### config.mk
export PLATFORM = sky130hd
export DESIGN_NAME = line_pixel_generator_core
export DESIGN_NICKNAME = d
export VERILOG_FILES = /design/src/rtl/lpg_pkg.sv /design/src/rtl/lpg_seq.sv /design/src/rtl/lpg_datapath.sv /design/src/rtl/line_pixel_generator_core.sv
export SDC_FILE = /design/constraint.sdc
export NUM_CORES = 1
export LEC_CHECK = 0
export BUFFER_PORTS_ARGS = -buffer_cell sky130_fd_sc_hd__buf_2
export CORE_ASPECT_RATIO = 0.6
export CORE_MARGIN = 10
export CORE_UTILIZATION = 53
export DETAILED_ROUTE_END_ITERATION = 8
export PLACE_DENSITY = 0.77
export SLEW_MARGIN = 0
export SYNTH_ARGS = -nofsm -noshare
export SYNTH_HDL_FRONTEND = slang
export SYNTH_SLANG_ARGS = --single-unit
### constraint.sdc
create_clock -name clk -period 4.19 [get_ports clk]
set_input_delay 0.419 -clock clk [delete_from_list [all_inputs] [get_ports clk]]
set_output_delay 0.419 -clock clk [all_outputs]
set_load 0.005 [all_outputs]
### src/rtl/lpg_pkg.sv
// lpg_pkg: shared types, constants and the microcode program of the line pixel generator
// used by lpg_seq, lpg_datapath and line_pixel_generator_core
`timescale 1ns / 1ps

package lpg_pkg;

	// default coordinate width
	localparam int LPG_COORD_BITS = 6;

	// step counter of the sequencer
	localparam int STEP_BITS = 2;
	typedef logic [STEP_BITS-1:0] step_t;

	localparam step_t STEP_FETCH = 2'd0;
	localparam step_t STEP_AXES  = 2'd1;
	localparam step_t STEP_ORDER = 2'd2;
	localparam step_t STEP_WALK  = 2'd3;

	// condition a step waits on before its actions fire
	typedef enum logic [1:0] {
		GATE_NONE = 2'd0,
		GATE_IN   = 2'd1,
		GATE_OUT  = 2'd2
	} gate_t;

	// one control word of the program
	typedef struct packed {
		gate_t gate;
		logic  ld_in;
		logic  swap;
		logic  order;
		logic  emit;
		logic  loop;
		step_t target;
	} ucode_t;

	// datapath strobes, already qualified by the step condition
	typedef struct packed {
		logic ld_in;
		logic swap;
		logic order;
		logic emit;
	} lpg_ctrl_t;

	// datapath status seen by the sequencer
	typedef struct packed {
		logic is_last;
		logic out_free;
	} lpg_stat_t;

	// program rom: fetch endpoints, pick axes, order endpoints, walk the major axis
	function automatic ucode_t ucode_rom(step_t step);
		ucode_t w;
		w = '0;
		unique case (step)
			STEP_FETCH: begin
				w.gate  = GATE_IN;
				w.ld_in = 1'b1;
			end
			STEP_AXES: begin
				w.swap = 1'b1;
			end
			STEP_ORDER: begin
				w.order = 1'b1;
			end
			STEP_WALK: begin
				w.gate   = GATE_OUT;
				w.emit   = 1'b1;
				w.loop   = 1'b1;
				w.target = STEP_FETCH;
			end
			default: begin
				w = '0;
			end
		endcase
		return w;
	endfunction

endpackage

### src/rtl/lpg_seq.sv
// lpg_seq: step counter and control word fetch for the line pixel generator
// depends on lpg_pkg (program rom, control and status structs)
`timescale 1ns / 1ps

module lpg_seq
	import lpg_pkg::*;
(
	input  logic      clk,
	input  logic      arst_n,
	input  logic      in_valid,
	input  lpg_stat_t stat,
	output lpg_ctrl_t ctrl,
	output logic      in_stall
);

	step_t  step_q;
	step_t  step_next;
	ucode_t uw;
	logic   go;

	// current control word
	assign uw = ucode_rom(step_q);

	// step condition
	always_comb begin
		unique case (uw.gate)
			GATE_IN:  go = in_valid;
			GATE_OUT: go = stat.out_free;
			default:  go = 1'b1;
		endcase
	end

	// input side is open only on the fetch step
	assign in_stall = ~uw.ld_in;

	// qualified strobes
	assign ctrl.ld_in = go & uw.ld_in;
	assign ctrl.swap  = go & uw.swap;
	assign ctrl.order = go & uw.order;
	assign ctrl.emit  = go & uw.emit;

	// next step: hold, loop until last, or advance
	always_comb begin
		if (!go) begin
			step_next = step_q;
		end else if (uw.loop) begin
			step_next = stat.is_last ? uw.target : step_q;
		end else begin
			step_next = step_q + 1'b1;
		end
	end

	always_ff @(posedge clk or negedge arst_n) begin
		if (!arst_n) begin
			step_q <= STEP_FETCH;
		end else begin
			step_q <= step_next;
		end
	end

endmodule

### src/rtl/lpg_datapath.sv
// lpg_datapath: endpoint registers, axis swap, remainder walk and output register
// depends on lpg_pkg (control and status structs)
`timescale 1ns / 1ps

module lpg_datapath
	import lpg_pkg::*;
#(
	parameter int COORD_BITS = LPG_COORD_BITS
) (
	input  logic                  clk,
	input  logic                  arst_n,
	input  lpg_ctrl_t             ctrl,
	output lpg_stat_t             stat,
	input  logic [COORD_BITS-1:0] start_x,
	input  logic [COORD_BITS-1:0] start_y,
	input  logic [COORD_BITS-1:0] end_x,
	input  logic [COORD_BITS-1:0] end_y,
	input  logic [31:0]           draw_color,
	output logic                  out_valid,
	input  logic                  out_stall,
	output logic [COORD_BITS-1:0] pixel_x,
	output logic [COORD_BITS-1:0] pixel_y,
	output logic [31:0]           pixel_color,
	output logic                  last
);

	localparam int W = COORD_BITS;

	// endpoint registers, rewritten in place as axes are chosen
	logic [W-1:0] p0a_q, p0b_q, p1a_q, p1b_q;
	logic [31:0]  color_q;
	logic         steep_q;

	// walk state
	logic [W-1:0]        major_pos_q, major_end_q, minor_pos_q, major_delta_q;
	logic signed [W:0]   minor_delta_q;
	logic signed [W+1:0] rem_q;

	// output register
	logic         out_valid_q;
	logic [W-1:0] pix_x_q, pix_y_q;
	logic [31:0]  pix_color_q;
	logic         pix_last_q;

	logic [W-1:0]        adx, ady;
	logic                steep_c, flip_c;
	logic [W-1:0]        ma0_c, mi0_c, ma1_c, mi1_c;
	logic signed [W+1:0] rem_sum, dmaj_ext, rem_next;
	logic [W-1:0]        minor_next;

	// axis choice from absolute deltas
	assign adx     = (p0a_q > p1a_q) ? (p0a_q - p1a_q) : (p1a_q - p0a_q);
	assign ady     = (p0b_q > p1b_q) ? (p0b_q - p1b_q) : (p1b_q - p0b_q);
	assign steep_c = adx < ady;

	// endpoint ordering so the major coordinate increases
	assign flip_c = p0a_q > p1a_q;
	assign ma0_c  = flip_c ? p1a_q : p0a_q;
	assign mi0_c  = flip_c ? p1b_q : p0b_q;
	assign ma1_c  = flip_c ? p0a_q : p1a_q;
	assign mi1_c  = flip_c ? p0b_q : p1b_q;

	// remainder step: at most one correction since |dminor| <= dmajor
	assign rem_sum  = rem_q + {minor_delta_q[W], minor_delta_q};
	assign dmaj_ext = {2'b00, major_delta_q};

	always_comb begin
		rem_next   = rem_sum;
		minor_next = minor_pos_q;
		if (!minor_delta_q[W]) begin
			if (rem_sum >= dmaj_ext) begin
				rem_next   = rem_sum - dmaj_ext;
				minor_next = minor_pos_q + {{(W-1){1'b0}}, 1'b1};
			end
		end else begin
			if (rem_sum < $signed({(W+2){1'b0}})) begin
				rem_next   = rem_sum + dmaj_ext;
				minor_next = minor_pos_q - {{(W-1){1'b0}}, 1'b1};
			end
		end
	end

	// status to the sequencer
	assign stat.is_last  = major_pos_q == major_end_q;
	assign stat.out_free = ~out_valid_q | ~out_stall;

	// endpoint load and axis swap
	always_ff @(posedge clk) begin
		if (ctrl.ld_in) begin
			p0a_q   <= start_x;
			p0b_q   <= start_y;
			p1a_q   <= end_x;
			p1b_q   <= end_y;
			color_q <= draw_color;
		end else if (ctrl.swap) begin
			steep_q <= steep_c;
			if (steep_c) begin
				p0a_q <= p0b_q;
				p0b_q <= p0a_q;
				p1a_q <= p1b_q;
				p1b_q <= p1a_q;
			end
		end
	end

	// walk registers
	always_ff @(posedge clk) begin
		if (ctrl.order) begin
			major_pos_q   <= ma0_c;
			minor_pos_q   <= mi0_c;
			major_end_q   <= ma1_c;
			major_delta_q <= ma1_c - ma0_c;
			minor_delta_q <= {1'b0, mi1_c} - {1'b0, mi0_c};
			rem_q         <= '0;
		end else if (ctrl.emit && !stat.is_last) begin
			major_pos_q <= major_pos_q + {{(W-1){1'b0}}, 1'b1};
			minor_pos_q <= minor_next;
			rem_q       <= rem_next;
		end
	end

	// output beat payload, axes swapped back
	always_ff @(posedge clk) begin
		if (ctrl.emit) begin
			pix_x_q     <= steep_q ? minor_pos_q : major_pos_q;
			pix_y_q     <= steep_q ? major_pos_q : minor_pos_q;
			pix_color_q <= color_q;
			pix_last_q  <= stat.is_last;
		end
	end

	// output beat valid
	always_ff @(posedge clk or negedge arst_n) begin
		if (!arst_n) begin
			out_valid_q <= 1'b0;
		end else if (ctrl.emit) begin
			out_valid_q <= 1'b1;
		end else if (!out_stall) begin
			out_valid_q <= 1'b0;
		end
	end

	assign out_valid   = out_valid_q;
	assign pixel_x     = pix_x_q;
	assign pixel_y     = pix_y_q;
	assign pixel_color = pix_color_q;
	assign last        = pix_last_q;

endmodule

### src/rtl/line_pixel_generator_core.sv
// Line pixel generator: takes one segment beat (two endpoints and a color) and emits one
// pixel beat per major-axis step, with last on the final pixel. The axis with the larger
// delta is walked one pixel a cycle unless the output stalls; the minor coordinate follows
// an exact remainder recurrence. A segment passes setup (accept, axis choice, endpoint
// order) and then a walk of |dmajor|+1 pixels. One segment is in work at a time; the
// input is stalled until its last pixel is emitted.
// depends on lpg_pkg, lpg_seq, lpg_datapath
`timescale 1ns / 1ps

module line_pixel_generator_core
	import lpg_pkg::*;
#(
	parameter int COORD_BITS = LPG_COORD_BITS
) (
	input  logic                  clk,
	input  logic                  arst_n,
	input  logic                  in_valid,
	output logic                  in_stall,
	input  logic [COORD_BITS-1:0] start_x,
	input  logic [COORD_BITS-1:0] start_y,
	input  logic [COORD_BITS-1:0] end_x,
	input  logic [COORD_BITS-1:0] end_y,
	input  logic [31:0]           draw_color,
	output logic                  out_valid,
	input  logic                  out_stall,
	output logic [COORD_BITS-1:0] pixel_x,
	output logic [COORD_BITS-1:0] pixel_y,
	output logic [31:0]           pixel_color,
	output logic                  last
);

	lpg_ctrl_t ctrl;
	lpg_stat_t stat;

	// control sequencer
	lpg_seq u_seq (
		.clk      (clk),
		.arst_n   (arst_n),
		.in_valid (in_valid),
		.stat     (stat),
		.ctrl     (ctrl),
		.in_stall (in_stall)
	);

	// datapath and output register
	lpg_datapath #(
		.COORD_BITS (COORD_BITS)
	) u_dp (
		.clk         (clk),
		.arst_n      (arst_n),
		.ctrl        (ctrl),
		.stat        (stat),
		.start_x     (start_x),
		.start_y     (start_y),
		.end_x       (end_x),
		.end_y       (end_y),
		.draw_color  (draw_color),
		.out_valid   (out_valid),
		.out_stall   (out_stall),
		.pixel_x     (pixel_x),
		.pixel_y     (pixel_y),
		.pixel_color (pixel_color),
		.last        (last)
	);

endmodule

* After elaboration in Yosys (flattened, before gate mapping)
Cells that the tools add are included.
Widths: inputs -> output; s select.
** Cells by class
- Equality and inequality tests :: 9
- Add/sub/neg operators :: 13
- Order comparisons :: 5
- Muxes and demuxes :: 40
- Bitwise gates (word level) :: 9
- Reduce and logical (&&, ||, !) cells :: 11
** Operator list (number)
- $mux 6 :: 27
- $sub 6x6->6 :: 5
- $mux 8 :: 3
- $add 6x1->6 const B :: 2
- $gt 6x6->1 :: 2
- $add 8x7->8 :: 1
- $add 8x8->8 :: 1
- $ge 8x7->1 :: 1
- $lt 8x1->1 const B :: 1
- $sub 8x7->8 :: 1
- $sub 6x6->7 :: 1
- $eq 2x2->1 const B :: 3
- $eq 6x6->1 :: 1
- $lt 6x6->1 :: 1
- $reduce_and 2->1 :: 3
- $reduce_bool 2->1 :: 3
- $sub 6x1->6 const B :: 1
- $mux 1 :: 5
- $and 1x1->1 :: 4
- $eq 2x1->1 const B :: 2
- $mux 2 :: 2
- $mux 4 :: 1
- $ne 2x1->1 const B :: 2
- $not 1->1 :: 4
- 10 further kinds :: 10
** Storage, ports and cells
- Output and inout bits :: 47
- Input bits :: 60
- Bits in registers :: 144

* Depth between registers and ports, before layout
- Depth in word-level cells :: 8
- Gate-level depth with buffers :: 19
- Depth with buffers taken out :: 16

* Cells and area by module
From an unflattened synthesis, not the netlist that was laid out.
** Unflattened totals
- Cell total of the unflattened synthesis :: 693
- Area, all modules :: 7936.4 um^2
** Modules (own cells, without submodules)
- lpg_datapath :: sequential area each 4179.0 um^2, area an instance 7742.4 um^2, times used 1, cells an instance 671
- lpg_seq :: sequential area each 50.0 um^2, area an instance 193.9 um^2, times used 1, cells an instance 22

* Worst setup path before layout
OpenSTA, ideal clock, no wires.
- Path type :: reg-to-reg
- Start point :: reg u_dp.p1a_q[4]
- End point :: reg u_dp.p0a_q[0] (enable)
- Period minus slack after synthesis :: 4.410 ns
- Arrival :: 4.031 ns
- Cell stages (with the launch flop) :: 19
- Slack :: -0.220 ns
- Setup time :: 0.380 ns
- Path through :: edfxtp_1 > inv_1 > ha_1 > clkbuf_1 > o211ai_1 > o21ai_0 > and2_1 > clkbuf_1 > buf_1 > clkbuf_1 > nand2_1 > nand2_1 > ha_1 > a21o_1 > a21o_1 > a21o_1 > a21o_1 > a21oi_1 > a21o_1
** Between the ends
- Cells in the longest elaborated chain, start to end :: 5
** RTL lines
- from (decl) :: line lpg_datapath.sv:30 : logic [W-1:0] p0a_q, p0b_q, p1a_q, p1b_q;
- from (signal assigned) :: line lpg_datapath.sv:92 : p1a_q <= end_x;
- from (signal assigned) :: line lpg_datapath.sv:100 : p1a_q <= p1b_q;
- $sub 6x6->6 or $gt 6x6->1 (tied branches) :: line lpg_datapath.sv:52 : assign adx = (p0a_q > p1a_q) ? (p0a_q - p1a_q) : (p1a_q - p0a_q);
- $mux 6 * :: line lpg_datapath.sv:52
- $lt 6x6->1 * :: line lpg_datapath.sv:54 : assign steep_c = adx < ady;
- named net u_dp.steep_c :: line lpg_datapath.sv:46 : logic steep_c, flip_c;
- $reduce_bool 2->1 (no source line) *
- $reduce_and 2->1 (no source line) *
- to (signal assigned) :: line lpg_datapath.sv:90 : p0a_q <= start_x;
- to (signal assigned) :: line lpg_datapath.sv:98 : p0a_q <= p0b_q;
- to (decl) :: line lpg_datapath.sv:30
The timed path passes the listed nets; every way through them passes the cells marked *.
A chain may end at the register's enable or synchronous reset.

* Final worst setup path
- Start point :: reg u_dp.p0a_q[0]
- End point :: reg u_dp.p1a_q[5] (enable)
** Between the ends
- Cells in the longest elaborated chain, start to end :: 5
** RTL lines (line)
- $sub 6x6->6 or $gt 6x6->1 (tied branches) :: lpg_datapath.sv:52
- $mux 6 * :: lpg_datapath.sv:52
- $lt 6x6->1 * :: lpg_datapath.sv:54
- named net u_dp.steep_c :: lpg_datapath.sv:46
- $reduce_bool 2->1 (no source line) *
- $reduce_and 2->1 (no source line) *
Marks and branches as above.

==> summary.txt <==
Floorplanning
  – Initial Utilization: 54.4%
  – Die X-Extent: 178 microns
  – Count of standard-cell rows: 34
  – Number of I/O pins: 107
  – Die footprint: 20400 sq um
  – Core area: 14600 sq um
  – Vertical die dimension: 115 microns

Worst setup path
  – Worst setup path startpoint: u_dp.p0a_q[0]$_DFFE_PP_
  – Worst setup EP type: flip-flop
  – Startpoint types: flip-flop
  – Reg-to-reg startpoint: u_dp.p0a_q[0]$_DFFE_PP_
  – Library cell contributing the largest single delay on the critical path: sky130_fd_sc_hd__edfxtp_1
  – Largest fanout of any net on the critical path: 23
  – Setup CP Type: reg2reg
  – Worst path top cell family by delay: compound AO/OA/AOI/OAI gates
  – Required time at the endpoint of the critical path: 4300 ps
  – Total buffers and inverters traversed by the critical path: 3
  – Reg-to-reg setup timing slack: 250 ps
  – Arrival time of data at the critical path endpoint: 4040 ps
  – Critical path cell sequence: inv_1 -> ha_1 -> inv_1 -> fa_1 -> a211oi_1 -> o21ai_0 -> nand2_1 -> buf_4 -> mux2i_1 -> xnor2_1 -> ha_1 -> a21o_1 -> a21o_1 -> a21oi_2 -> a21o_4
  – Highest cell delay on the worst timing path: 430 ps

Routing
  – Number of optimization iterations in the first detailed-route pass: 7
  – Antenna Violating Nets Remaining: 0
  – Drt first-iter violations: 686
  – Remaining DRCs: 0
  – Routed WL per cell: 20.5 microns
  – Via count: 5921
  – Via density: 5.77
  – Final WL: 21.0 mm

Clock tree
  – CTS root buffer: sky130_fd_sc_hd__clkbuf_16
  – Post-CTS setup buffer count: 0
  – Maximum clock path buffer count: 2
  – TritonCTS clock tree: built
  – Number of H-tree levels: 4
  – CTS clock-pin slew for the worst setup and hold paths: 70 ps
  – TritonCTS buffer count: 17
  – Sinks on Clock Net: 144
  – Latest clock arrival within the worst-skew pair: 420 ps

Placement
  – Final estimated routing congestion in global placement: 0.932
  – Port Buf Inserts: 106
  – Post-detailed-placement half-perimeter wirelength: 15.5 mm

Final layout
  – Post-layout utilization of the core: 64.3%
  – Number of nets in the finished design: 941
  – Fraction of layout instances using a drive strength above 1: 21.8%
  – Layout Area Growth over Synthesis: 18.1%
  – Diode count: 0

Synth
  – Average size of a mapped cell: 11.3 sq um
  – Post-Syn Instances: 704
  – Top post-synthesis cells by area: sky130_fd_sc_hd__edfxtp_1, sky130_fd_sc_hd__ha_1, sky130_fd_sc_hd__nand2_1
  – Dominant synthesized flop cell: sky130_fd_sc_hd__edfxtp_1
  – Number of enable-type register cells in the synthesized netlist: 133
  – Dominant cell type by area after synthesis: sky130_fd_sc_hd__edfxtp_1
  – Netlist area before placement: 7940 sq um
  – Count of unique library cells instantiated by Yosys: 57
  – Most numerous cell in the Yosys netlist: sky130_fd_sc_hd__edfxtp_1
  – Sequential share of the synthesized area: 53.3%
  – Commonest cells in the synthesized netlist: sky130_fd_sc_hd__edfxtp_1, sky130_fd_sc_hd__nand2_1, sky130_fd_sc_hd__inv_1
  – Number of synthesized register bits: 144
  – Async S/R FF share, synth: 2.08%
  – Yosys warns: 0
  – Area fraction of the dominant cell type after synthesis: 50.3%
  – Mapped Nets: 829

Global routing
  – Remaining global-route overflow: 0
  – Number of antenna violations at the first check in global routing: 0
  – Global-route wire length before repair: 32.0 mm
  – Largest net degree at the start of global routing: 50
  – Vias in the first global route: 5838
  – GRT Util Overall: 20.1%

Min path
  – Origin of the worst min-delay path: draw_color[21]
  – Classification of the worst-slack hold path: in2reg

Timing
  – Count of final max-slew check failures: 0
  – Setup Viol. Count Final: 0
  – Count of endpoints failing hold in the final timing report: 0
  – Worst-margin pin slew: 823 ps
  – Skew final: 16.0 ps
  – RSZ-0062 raised after global routing: no
  – Fmax achieved: 0.254 GHz
  – Post-route clock period utilization: 94.0%
  – Relative slew slack: 45.0%
  – Final Critical Period: 3940 ps
  – Sum of negative setup slack: 0 ps

Run status
  – Run status: complete, no violations

Job
  – Max-cap violations: 0
==> through the flow <==
stage | area, sq um | setup slack, ps | std cells | hold slack [ps]
after floorplan | 7950 | 97.7 | 704 | 123
final | 9380 | 251 | 1027 | 169
after global routing | 9380 | 22.1 | 1027 | 151
after detailed placement | 8730 | 239 | 993 | 223
after CTS | 9360 | 211 | 1026 | 161
after global placement | 8730 | 356 | 993 | 220
==> layout by cell type (no fill, tap or decap), types with 5 or more instances in the layout <==
cell | synthesis | routed
sky130_fd_sc_hd__mux2_2 | 10 | 10
sky130_fd_sc_hd__o211ai_1 | 6 | 6
sky130_fd_sc_hd__buf_4 | 0 | 18
sky130_fd_sc_hd__mux2i_1 | 13 | 13
sky130_fd_sc_hd__edfxtp_1 | 133 | 133
sky130_fd_sc_hd__o21ai_0 | 47 | 47
sky130_fd_sc_hd__xor2_1 | 21 | 21
sky130_fd_sc_hd__ha_1 | 57 | 56
sky130_fd_sc_hd__clkbuf_16 | 0 | 17
sky130_fd_sc_hd__a211oi_1 | 12 | 12
sky130_fd_sc_hd__nor2_1 | 36 | 36
sky130_fd_sc_hd__dfxtp_1 | 8 | 8
sky130_fd_sc_hd__nand2b_1 | 7 | 7
sky130_fd_sc_hd__o21bai_1 | 9 | 9
sky130_fd_sc_hd__xnor2_1 | 22 | 22
sky130_fd_sc_hd__nand2_1 | 68 | 68
sky130_fd_sc_hd__nand3_1 | 18 | 18
sky130_fd_sc_hd__inv_1 | 59 | 58
sky130_fd_sc_hd__o22ai_1 | 6 | 6
sky130_fd_sc_hd__a21oi_1 | 48 | 47
sky130_fd_sc_hd__buf_2 | 2 | 106
sky130_fd_sc_hd__fa_1 | 8 | 8
sky130_fd_sc_hd__nor3_1 | 7 | 7
sky130_fd_sc_hd__inv_6 | 0 | 5
sky130_fd_sc_hd__a21o_1 | 19 | 18
==> flip-flops by register name (all words and copies together) (netlist names) <==
signal,count
u_dp.p1a_q,6
u_dp.pixel_x,6
u_dp.p0b_q,6
u_dp.pixel_color,32
u_dp.minor_delta_q,7
u_dp.pixel_y,6
u_dp.rem_q,8
u_seq.step_q,2
u_dp.color_q,32
u_dp.out_valid,1
u_dp.minor_pos_q,6
u_dp.major_pos_q,6
u_dp.major_delta_q,6
u_dp.p1b_q,6
u_dp.p0a_q,6
u_dp.major_end_q,6
u_dp.last,1
u_dp.steep_q,1
==> worst register-to-register path: cells and delay by family, from the launching register on <==
| kind | cells | cell delay (ps) |
|---|---|---|
| adder cells (fa/ha/maj) | 3 | 830 |
| AO/OA/AOI/OAI | 6 | 1310 |
| XOR/XNOR | 1 | 140 |
| AND/OR/NAND/NOR | 1 | 160 |
| flip-flops | 1 | 430 |
| buffers and inverters | 3 | 500 |
| multiplexers | 1 | 260 |
==> cell families (layout without fill, tap and decap cells) <==
family,Yosys count,in the layout,synth area share (%)
AOI/OAI and AO/OA,181,182,14.6
muxes,23,23,3.06
buffers and inverters,92,216,4.48
DFF,144,144,53.3
and+or+nand+nor,156,156,8.87
adders and majority gates,65,65,11.0
xor gates and xnor gates,43,43,4.74
==> cell type report <==
type,count,area [sq um]
fillers,1115,5220
well taps,198,248
clock inverters,15,193
multi-input cells,469,3380
repair buffers,125,676
inverters,59,221
clock buffers,17,425
flip-flops and latches,144,4230
==> per-layer routing <==
layer	up-vias	global-route usage [%]	part of all wire, %
met4	0	5.70	1.6
li1	2761	-	-
met2	291	29.3	43
met3	38	5.66	9.8
met5	-	0	0
met1	2831	28.9	45
==> worst paths after layout <==
check	end	cells past startpoint
min in group asynchronous	u_seq.step_q[0]$_DFFE_PN0P_	2
max in group asynchronous	u_seq.step_q[1]$_DFFE_PN0P_	2
hold / removal	u_dp.color_q[21]$_DFFE_PP_	1
hold reg to reg	u_dp.pixel_color[29]$_DFFE_PP_	0
setup reg to reg	u_dp.p1a_q[5]$_DFFE_PP_	15
setup / recovery	u_dp.p1a_q[5]$_DFFE_PP_	15
==> repair_timing <==
| item | 4_1_cts | 5_1_grt |
|---|---|---|
| endpoints found under the setup margin | 0 | 24 |
| hold endpoints to repair | 3 | 0 |
| hold buffers | 1 | 0 |
| gates resized for setup | 0 | 3 |
Power is not shown: default switching activity piles up to over one toggle a cycle in this logic, so the estimate is an artifact.
